$ cat config.mk
export PLATFORM = sky130hd
export DESIGN_NAME = goef_ram
export DESIGN_NICKNAME = d
export VERILOG_FILES = /design/src/design/assert_macros.svh /design/src/design/goef_ram.sv
export SDC_FILE = /design/constraint.sdc
export NUM_CORES = 1
export LEC_CHECK = 0
export BUFFER_PORTS_ARGS = -buffer_cell sky130_fd_sc_hd__buf_2
export CAP_MARGIN = 25
export CORE_AREA = 10 10 164 90
export CTS_CLUSTER_DIAMETER = 40
export DETAILED_ROUTE_END_ITERATION = 10
export DIE_AREA = 0 0 174 100
export SYNTH_ARGS = -nofsm -noshare
export SYNTH_HDL_FRONTEND = slang
export SYNTH_SLANG_ARGS = --single-unit
$ cat constraint.sdc
create_clock -name clk -period 1.9 [get_ports clk]
set_input_delay 0.095 -clock clk [delete_from_list [all_inputs] [get_ports clk]]
set_output_delay 0.095 -clock clk [all_outputs]
set_load 0.02 [all_outputs]
$ cat src/design/assert_macros.svh
// Assertion macros used by the filter module.
// Needs a clock named clk and an active-high reset named rst in scope.
`ifndef ASSERT_MACROS_SVH
`define ASSERT_MACROS_SVH

// Check a property at every rising clock edge outside reset.
`define ASSERT_CLK(label, prop, msg) \
  label: assert property (@(posedge clk) disable iff (rst) (prop)) else $error(msg);

// Check that a condition holds whenever an enable is high.
`define ASSERT_WHEN(label, en, cond, msg) \
  label: assert property (@(posedge clk) disable iff (rst) (en) |-> (cond)) else $error(msg);

`endif

$ cat src/design/goef_ram.sv
// Generic single-write, single-read synchronous RAM with registered read.
// No dependencies.
module goef_ram #(
  parameter int WIDTH = 8,
  parameter int DEPTH = 16,
  localparam int AW = (DEPTH > 1) ? $clog2(DEPTH) : 1
) (
  input  logic             clk,
  input  logic             wr_en,
  input  logic [AW-1:0]    wr_addr,
  input  logic [WIDTH-1:0] wr_data,
  input  logic             rd_en,
  input  logic [AW-1:0]    rd_addr,
  output logic [WIDTH-1:0] rd_data
);

  logic [WIDTH-1:0] mem [DEPTH];

  always_ff @(posedge clk) begin
    if (wr_en) begin
      mem[wr_addr] <= wr_data;
    end
    if (rd_en) begin
      rd_data <= mem[rd_addr];
    end
  end

endmodule

==> results.yml <==
floorplanning:
  chipWidth_um: 174
  coreArea_um2: 12100
  fp.dieArea_um2: 17400
  initial_core_util_pct: 43.1
  rows: 29
  dieHeight_um: 100
  num_io_pins: 27
logic_synthesis:
  dominantRegCellSynth: "edfxtp_1"
  synthDistinctLibCells: 18
  synth_area_leader_cell: "edfxtp_1"
  ys_top_cells_by_count: "edfxtp_1 (136), mux4_2 (18), a22oi_1 (16)"
  yosysWarningCount: 0
  synthTopCellsByArea: "edfxtp_1 (78%), mux4_2 (7.8%), mux4_1 (7.0%), a22oi_1 (2.3%), nor2_1 (0.93%)"
  yosysMostFrequentCell: "edfxtp_1"
  synth_nets: 248
  async_flop_share_pct: 0
  synth_seq_area_share_pct: 78.1
  postSynthCellCount: 229
  synth-seq-cells: 136
  syn_area_um2: 5230
  synth_area_per_cell_um2: 22.8
  synth-edff-count: 136
  synth_top_cell_area_share_pct: 78.1
clocking:
  cts-buffers-inserted: 17
  cts_tree: "yes"
  clock_latency_ns: 0.41
  root_buffer: "clkbuf_16"
  htree_levels: 4
  ctsLongestPathBuffers: 2
  clock_sinks: 136
  cts.clk_slew.worst_paths_ns: 0.06
  hold_buffers: 0
  post-cts-setup-buffer-count: 0
  cts.repair.resized: 0
global_route:
  grt_pass1_wl_um: 16200
  grt_use_total_pct: 12.8
  grt_max_degree: 33
  grt_overflow_total: 0
  antenna_found_initial: 2
  first_global_vias: 2632
cells_and_area:
  multi_input_area_um2: 1060
  nNetsFinal: 304
  fillers: 962
  area_delta_synth_final_pct: 20.1
  register_area_um2: 4080
  drive_above_1_share_pct: 32.3
worst_setup_path:
  cp.depth: 3
  ff2ff_setup_slack_ns: 0.49
  r2r_start: "mem[10][2]$_DFFE_PP_"
  path_delay_family: "multiplexers"
  cpPeakStageDelay_ns: 0.50
  cp.required_ns: 2.06
  path_class: "flop to flop"
  ff2ff_path_depth: 3
  endpoint_kind: "flop"
  crit_chain: "mux4_1 > a22oi_1 > nand2_1"
  cp.buffers_inverters: 0
  cp_max_fo: 1
  r2r-end: "rd_data[2]$_DFFE_PP_"
  cpMaxStageDelayCell: "mux4_1"
  crit_arrival_ns: 1.57
  startpoint: "mem[10][2]$_DFFE_PP_"
  start_kind: "flop"
  endpoint: "rd_data[2]$_DFFE_PP_"
detailed_routing:
  wl_met1_um: 4830
  dr.pass1.iters: 4
  ant_nets: 0
  wirelength_um: 10500
  drtIter0Drc: 265
  met3_length_um: 1210
  drc_errors: 0
  highest-signal-layer: "met5"
  wl_per_cell_um: 22.4
  vias: 2498
  route.met2.wl_um: 4280
  avgViaCountPerCell: 5.34
placement:
  gp_congestion: 0.754
  numPortBuffers: 26
  dpl.hpwl_um: 6990
power_and_ir_drop:
  seqPwrFrac_pct: 47.9
  power.total_mw: 7.10
  clkPwrFrac_pct: 47.6
  pwr_density_cell_nw_per_um2: 1130
  p_sw_share_pct: 19.8
  p_leak_nw: 2.13
  combPwrFrac_pct: 4.5
  ir_drop_v: 0.000396
  p_int_mw: 5.70
  power.switching_mw: 1.41
timing:
  skew_ns: 0.00646
  rsz0062_at_grt: "no"
  setup_viol: 0
  timing.final.crit_share_pct: 74.4
  finalCriticalPeriod_ns: 1.41
  worst_pin_slew_ns: 0.447
  slew_headroom_pct: 70.1
  fin_setup_tns_ns: 0
  hold_viol: 0
  clock.fmax_mhz: 708
  maxSlewViolCount: 0
worst_hold_path:
  hp-class: "input port to flop"
flow_run:
  drv_cap: 0
status:
  status: "finished clean"
-- placed cells by master (no fill, tap or decap), types with 4 or more instances in the layout --
cell and n:
clkinv_4 4, clkbuf_16 17, nor2_1 13, buf_2 26, mux4_1 14, a22oi_1 16
nor3_1 4, nand2_1 9, edfxtp_1 136, mux4_2 18, bufinv_16 4, buf_4 19
clkinv_2 5
-- power by group through the flow --
stage          logic, mW  registers (mW)  clock network [mW]
5_1_grt            0.349            3.41                3.57
6_report           0.320            3.40                3.38
3_5_place_dp       0.325            3.46                   0
2_1_floorplan      0.171            3.47                   0
3_3_place_gp       0.318            3.46                   0
4_1_cts            0.326            3.40                3.44
-- through the flow --
step	util [%]	setup slack, ns	cells	instance area (µm²)	hold slack (ns)
after floorplan	-	0.312	229	5230	0.194
after global placement	46.8	0.284	436	5670	0.479
after detailed placement	46.8	0.285	436	5670	0.478
after CTS	51.8	0.479	467	6280	0.0419
after global routing	51.8	0.344	467	6280	0.0535
final	51.8	0.487	468	6280	0.0606
-- metal layers --
layer / vias up / global-route usage, %
met5: - / 0
li1: 1099 / -
met4: 2 / 5.49
met3: 15 / 4.83
met1: 1284 / 18.5
met2: 98 / 16.7
-- cells by family (layout without fill, tap and decap cells) --
family,after synthesis,count (layout),synth area share [%]
compound gates,16,16,2.30
flops,136,136,78.1
mux,32,32,14.8
buf+inv,10,78,1.65
simple gates,35,35,3.14
other cells,0,1,0
-- how the worst min path moves through the flow --
stage,cells after the start,to,startpoint,slack [ns]
2_1_floorplan,0,mem[0][0]$_DFFE_PP_,wr_data[0],0.19
3_3_place_gp,1,rd_data[2]$_DFFE_PP_,rd_en,0.48
3_5_place_dp,1,rd_data[2]$_DFFE_PP_,rd_en,0.48
4_1_cts,1,rd_data[2]$_DFFE_PP_,rd_en,0.04
5_1_grt,1,rd_data[1]$_DFFE_PP_,rd_en,0.05
6_report,1,rd_data[2]$_DFFE_PP_,rd_en,0.06
-- area by class of cell --
| cell class | count | area share, % |
|---|---|---|
| tap | 170 | 3.39 |
| multi-input combinational | 83 | 16.8 |
| timing repair buffer | 47 | 4.98 |
| clock inverter | 13 | 2.87 |
| antenna | 1 | 0.0399 |
| sequential | 136 | 65.0 |
| clock buffer | 18 | 6.84 |
-- state kept, by name, summed over array words and instances, names as in the netlist --
name     cells
rd_data      8
mem        128
(Power assumes the default switching activity.)
