File: config.mk
export PLATFORM = sky130hd
export DESIGN_NAME = goef_dist
export DESIGN_NICKNAME = d
export VERILOG_FILES = /design/src/design/assert_macros.svh /design/src/design/goef_pkg.sv /design/src/design/goef_dist.sv
export SDC_FILE = /design/constraint.sdc
export NUM_CORES = 2
export LEC_CHECK = 0
export BUFFER_PORTS_ARGS = -buffer_cell sky130_fd_sc_hd__buf_2
export CAP_MARGIN = 20
export CORE_MARGIN = 2
export CORE_UTILIZATION = 59
export CTS_CLUSTER_DIAMETER = 50
export DETAILED_ROUTE_END_ITERATION = 8
export PLACE_DENSITY = 0.75
export SLEW_MARGIN = 10
export SYNTH_ARGS = -nofsm -noshare
export SYNTH_HDL_FRONTEND = slang
export SYNTH_SLANG_ARGS = --single-unit
File: constraint.sdc
create_clock -name clk -period 13.45 [get_ports clk]
set_input_delay 2.69 -clock clk [delete_from_list [all_inputs] [get_ports clk]]
set_output_delay 2.69 -clock clk [all_outputs]
set_load 0.005 [all_outputs]
File: src/design/assert_macros.svh
// Assertion macros used by the filter module.
// Needs a clock named clk and an active-high reset named rst in scope.
`ifndef ASSERT_MACROS_SVH
`define ASSERT_MACROS_SVH

// Check a property at every rising clock edge outside reset.
`define ASSERT_CLK(label, prop, msg) \
  label: assert property (@(posedge clk) disable iff (rst) (prop)) else $error(msg);

// Check that a condition holds whenever an enable is high.
`define ASSERT_WHEN(label, en, cond, msg) \
  label: assert property (@(posedge clk) disable iff (rst) (en) |-> (cond)) else $error(msg);

`endif

File: src/design/goef_pkg.sv
// Types, sizes and codes for the overlap and energy filter.
// No dependencies; used by goef_dist and greedy_overlap_energy_filter.
package goef_pkg;

  localparam int KEPT_DEPTH = 1024;
  localparam int ADDR_W     = (KEPT_DEPTH > 1) ? $clog2(KEPT_DEPTH) : 1;
  localparam int CNT_W      = $clog2(KEPT_DEPTH + 1);
  localparam int POS_W      = 25;
  localparam int EN_W       = 21;
  localparam int CSQ_W      = 40;
  localparam int TOTAL_W    = 11;
  localparam int CFG_IDX_W  = 2;
  localparam int CFG_DATA_W = 40;
  localparam int SQ_W       = 2 * POS_W;
  localparam int SUM_W      = SQ_W + 2;

  typedef logic signed [POS_W-1:0] pos_t;
  typedef logic signed [EN_W-1:0]  energy_t;

  typedef struct packed {
    pos_t x;
    pos_t y;
    pos_t z;
  } kept_pos_t;

  typedef struct packed {
    logic busy;
    logic hit;
  } dist_stat_t;

  typedef enum logic [1:0] {
    MODE_DIST   = 2'd0,
    MODE_ENERGY = 2'd1,
    MODE_BOTH   = 2'd2
  } mode_t;

  typedef enum logic [1:0] {
    VERDICT_KEPT    = 2'd0,
    VERDICT_ENERGY  = 2'd1,
    VERDICT_OVERLAP = 2'd2,
    VERDICT_FULL    = 2'd3
  } verdict_t;

  typedef enum logic [CFG_IDX_W-1:0] {
    CFG_MODE    = 2'd0,
    CFG_ELIMIT  = 2'd1,
    CFG_CONTACT = 2'd2
  } cfg_reg_t;

endpackage

File: src/design/goef_dist.sv
// Pipelined squared-distance compare of a candidate against one kept position.
// Depends on goef_pkg. Stages: abs difference, square, sum, compare.
module goef_dist
  import goef_pkg::*;
(
  input  logic             clk,
  input  logic             rst,
  input  logic             req,
  input  kept_pos_t        cand,
  input  kept_pos_t        kept,
  input  logic [CSQ_W-1:0] contact_sq,
  output dist_stat_t       stat
);

  logic                  s1_v, s2_v, s3_v, s4_v;
  logic [POS_W-1:0]      ad_x, ad_y, ad_z;
  logic [SQ_W-1:0]       sq_x, sq_y, sq_z;
  logic [SUM_W-1:0]      sum;
  logic                  s4_hit;
  logic signed [POS_W:0] d_x, d_y, d_z;
  logic [POS_W:0]        n_x, n_y, n_z;

  assign d_x = {cand.x[POS_W-1], cand.x} - {kept.x[POS_W-1], kept.x};
  assign d_y = {cand.y[POS_W-1], cand.y} - {kept.y[POS_W-1], kept.y};
  assign d_z = {cand.z[POS_W-1], cand.z} - {kept.z[POS_W-1], kept.z};
  assign n_x = d_x[POS_W] ? (~d_x + 1'b1) : d_x;
  assign n_y = d_y[POS_W] ? (~d_y + 1'b1) : d_y;
  assign n_z = d_z[POS_W] ? (~d_z + 1'b1) : d_z;

  always_ff @(posedge clk) begin
    if (rst) begin
      s1_v <= 1'b0;
      s2_v <= 1'b0;
      s3_v <= 1'b0;
      s4_v <= 1'b0;
    end else begin
      s1_v <= req;
      s2_v <= s1_v;
      s3_v <= s2_v;
      s4_v <= s3_v;
    end
    ad_x   <= n_x[POS_W-1:0];
    ad_y   <= n_y[POS_W-1:0];
    ad_z   <= n_z[POS_W-1:0];
    sq_x   <= ad_x * ad_x;
    sq_y   <= ad_y * ad_y;
    sq_z   <= ad_z * ad_z;
    sum    <= SUM_W'(sq_x) + SUM_W'(sq_y) + SUM_W'(sq_z);
    s4_hit <= sum < SUM_W'(contact_sq);
  end

  assign stat.busy = s1_v | s2_v | s3_v | s4_v;
  assign stat.hit  = s4_v & s4_hit;

endmodule

==> results.sh <==
export IMPL_yosysUniqueCellTypes=76
export IMPL_multi_input_area_um2=54400
export IMPL_dieArea_um2=120000
export IMPL_path_class="reg2reg"
export IMPL_wl_per_cell_um=17.4
export IMPL_cts_buffers=40
export IMPL_yosys_warnings=0
export IMPL_row_count=125
export IMPL_overflow=0
export IMPL_grtUsageTotal_pct=28.0
export IMPL_io_buffers=194
export IMPL_setup_viol=0
export IMPL_nFillCells=9645
export IMPL_crit_path_frequent_cell="fa_1"
export IMPL_end_kind="register"
export IMPL_grt_max_degree=29
export IMPL_clk_pin_slew_ps=60
export IMPL_synth_cells=7626
export IMPL_io_pins=195
export IMPL_cp_start_kind="register"
export IMPL_antenna_found_initial=8
export IMPL_clockBufferDepth=3
export IMPL_ff_latch_area_um2=5590
export IMPL_critPathMaxFanout=26
export IMPL_tightest_slew_ps=1170
export IMPL_cts_tree="done"
export IMPL_worstSkewPairLatency_ps=610
export IMPL_nets=10100
export IMPL_netlist_area_um2=68900
export IMPL_hold_start="s1_v"
export IMPL_fin_skew_ps=28.4
export IMPL_avgSynthCellArea_um2=9.04
export IMPL_dp_cells=9211
export IMPL_syn2layout_area_growth_pct=5.94
export IMPL_cts_resized=0
export IMPL_slew_violations=0
export IMPL_routed_wl_um=161000
export IMPL_period_share_pct=61.8
export IMPL_drc=0
export IMPL_postCtsSetupBuffers=0
export IMPL_cp_slowest_stage_delay_ps=1090
export IMPL_period_needed_ps=8320
export IMPL_cts_max_level=2
export IMPL_status="finished clean"
export IMPL_cts_sink_count=279
export IMPL_die_h_um=346
export IMPL_wl_met3_um=10100
export IMPL_drt_first_iter_violations=3323
export IMPL_relSlewSlack_pct=21.6
export IMPL_crit_start="ad_z[2]"
export IMPL_hp_class="reg2reg"
export IMPL_wl_met2_um=79000
export IMPL_via_count=49700
export IMPL_synth_seq_area_share_pct=8.10
export IMPL_path_delay_family="adder cells"
export IMPL_hold_buffers=0
export IMPL_synth_edff_count=0
export IMPL_topRoutingLayerUsed="met5"
export IMPL_synthFlopType="dfxtp_1"
export IMPL_grt_setup_unrepaired="no"
export IMPL_fmax_ghz=0.120
export IMPL_crit_buf_inv=5
export IMPL_wl_met1_um=67500
export IMPL_synthArstFlopShare_pct=0
export IMPL_grt_pass1_vias=54100
export IMPL_synth_seq_cells=279
export IMPL_drtAntennaViolNets=0
export IMPL_tns_ps=0
export IMPL_cts_root_buffer="clkbuf_16"
export IMPL_hold_slack_ps=459
export IMPL_firstDrtPassIters=6
export IMPL_core_region_area_um2=116000
export IMPL_die_w_um=346
export IMPL_layout_cells_non_filler=9286
export IMPL_cp_slowest_cell="dfxtp_1"
export IMPL_gp_congestion=0.953
export IMPL_path_cells="nand2_1 > fa_1 > inv_1 > fa_1 > fa_1 > inv_1 > fa_1 > inv_1 > fa_1 > fa_1 > inv_1 > fa_1 > inv_1 > ha_1 > nand2_1 > nor3_1 > a41oi_1 > or3b_2 > a31oi_1 > nor4_1 > o41ai_1 > a21boi_0 > xnor2_1"
export IMPL_cap_violations=0
export IMPL_vias_per_cell=5.36
export IMPL_final_hold_violation_count=0
export IMPL_layout_drive_gt1_share_pct=4.86
export IMPL_critPathRequiredTime_ps=13930
export IMPL_start_util_pct=59.4
export IMPL_grt_pass1_wl_um=271000
export IMPL_cp_arrival_ps=8800
export IMPL_reg2reg_from="ad_z[2]"
export IMPL_place_hpwl_um=134000
## worst register-to-register path: stages, from the launching register on
cell and delay (ps):
dfxtp_1 1090, nand2_1 290, fa_1 580, inv_1 60, fa_1 510, fa_1 540
inv_1 50, fa_1 490, inv_1 50, fa_1 480, fa_1 480, inv_1 50
fa_1 480, inv_1 40, ha_1 360, nand2_1 80, nor3_1 330, a41oi_1 390
or3b_2 580, a31oi_1 270, nor4_1 80, o41ai_1 540, a21boi_0 200, xnor2_1 160
## cell type report
class                   count  area share (%)
clock buffers              48            1.47
repair buffers            263            2.04
flip-flops and latches    279            7.65
diodes                      2         0.00685
clock inverters            25           0.529
multi-input cells        4977            74.6
inverters                2168            11.1
well taps                1524            2.61
## state kept, by name, summed over array words and instances (netlist names)
signal,flops
ad_x,25
ad_z,25
s4_v,1
sq_y,49
s3_v,1
sum,52
s1_v,1
ad_y,25
s2_v,1
sq_z,49
sq_x,49
s4_hit,1
## placed cells by master, fill, tap and decap left out, types with 46 or more instances in the layout
master,Yosys,final
a21o_1,156,156
a21oi_1,259,259
and2_1,372,372
buf_2,0,194
buf_4,0,69
dfxtp_1,279,279
fa_1,1451,1451
ha_1,722,722
inv_1,2168,2168
nand2_1,672,672
nand3_1,53,53
nor2_1,218,218
nor2b_1,58,58
nor3_1,46,46
o21ai_0,155,155
o21bai_1,48,48
xnor2_1,239,239
xor2_1,98,98
## cells by family after synthesis
logic type | share of synthesized area, %
DFF | 8.10
xor gates and xnor gates | 4.28
AOI/OAI and AO/OA | 8.11
other | 0.00544
muxes | 0.227
adders and majority gates | 55.3
buffers and inverters | 12.9
and+or+nand+nor | 11.1
## cell usage after synthesis, types with 58 or more instances
library cell,instances,area [um2]
inv_1,2168,8140
ha_1,722,9030
a21o_1,156,1170
xnor2_1,239,2090
fa_1,1451,29000
dfxtp_1,279,5590
a21oi_1,259,1300
nand2_1,672,2520
nor2_1,218,818
and2_1,372,2330
xor2_1,98,858
nor2b_1,58,363
clkbuf_1,198,743
o21ai_0,155,776
## per-stage QoR
stage	util [%]	area (um2)	setup slack (ps)
after global routing	62.9	73000	4720
final	62.9	73000	5130
after CTS	62.9	73000	5200
after detailed placement	61.7	71500	5230
after global placement	61.7	71500	5420
after floorplan	-	68900	5870
## worst paths after layout
path,to,slack [ps],cells past startpoint
hold / removal,s2_v,460,1
setup reg to reg,sq_z[48],5130,23
hold reg to reg,s2_v,460,1
setup / recovery,sq_z[48],5130,23
## routing by layer
layer	vias up	GRT usage, %
met1	24800	37.7
met2	1569	48.0
met5	-	0
met4	2	8.08
met3	299	3.20
li1	23100	-
Power is left out: the tool's default activity adds up to more than one toggle a clock period on the data nets, which glitch-free logic cannot reach.
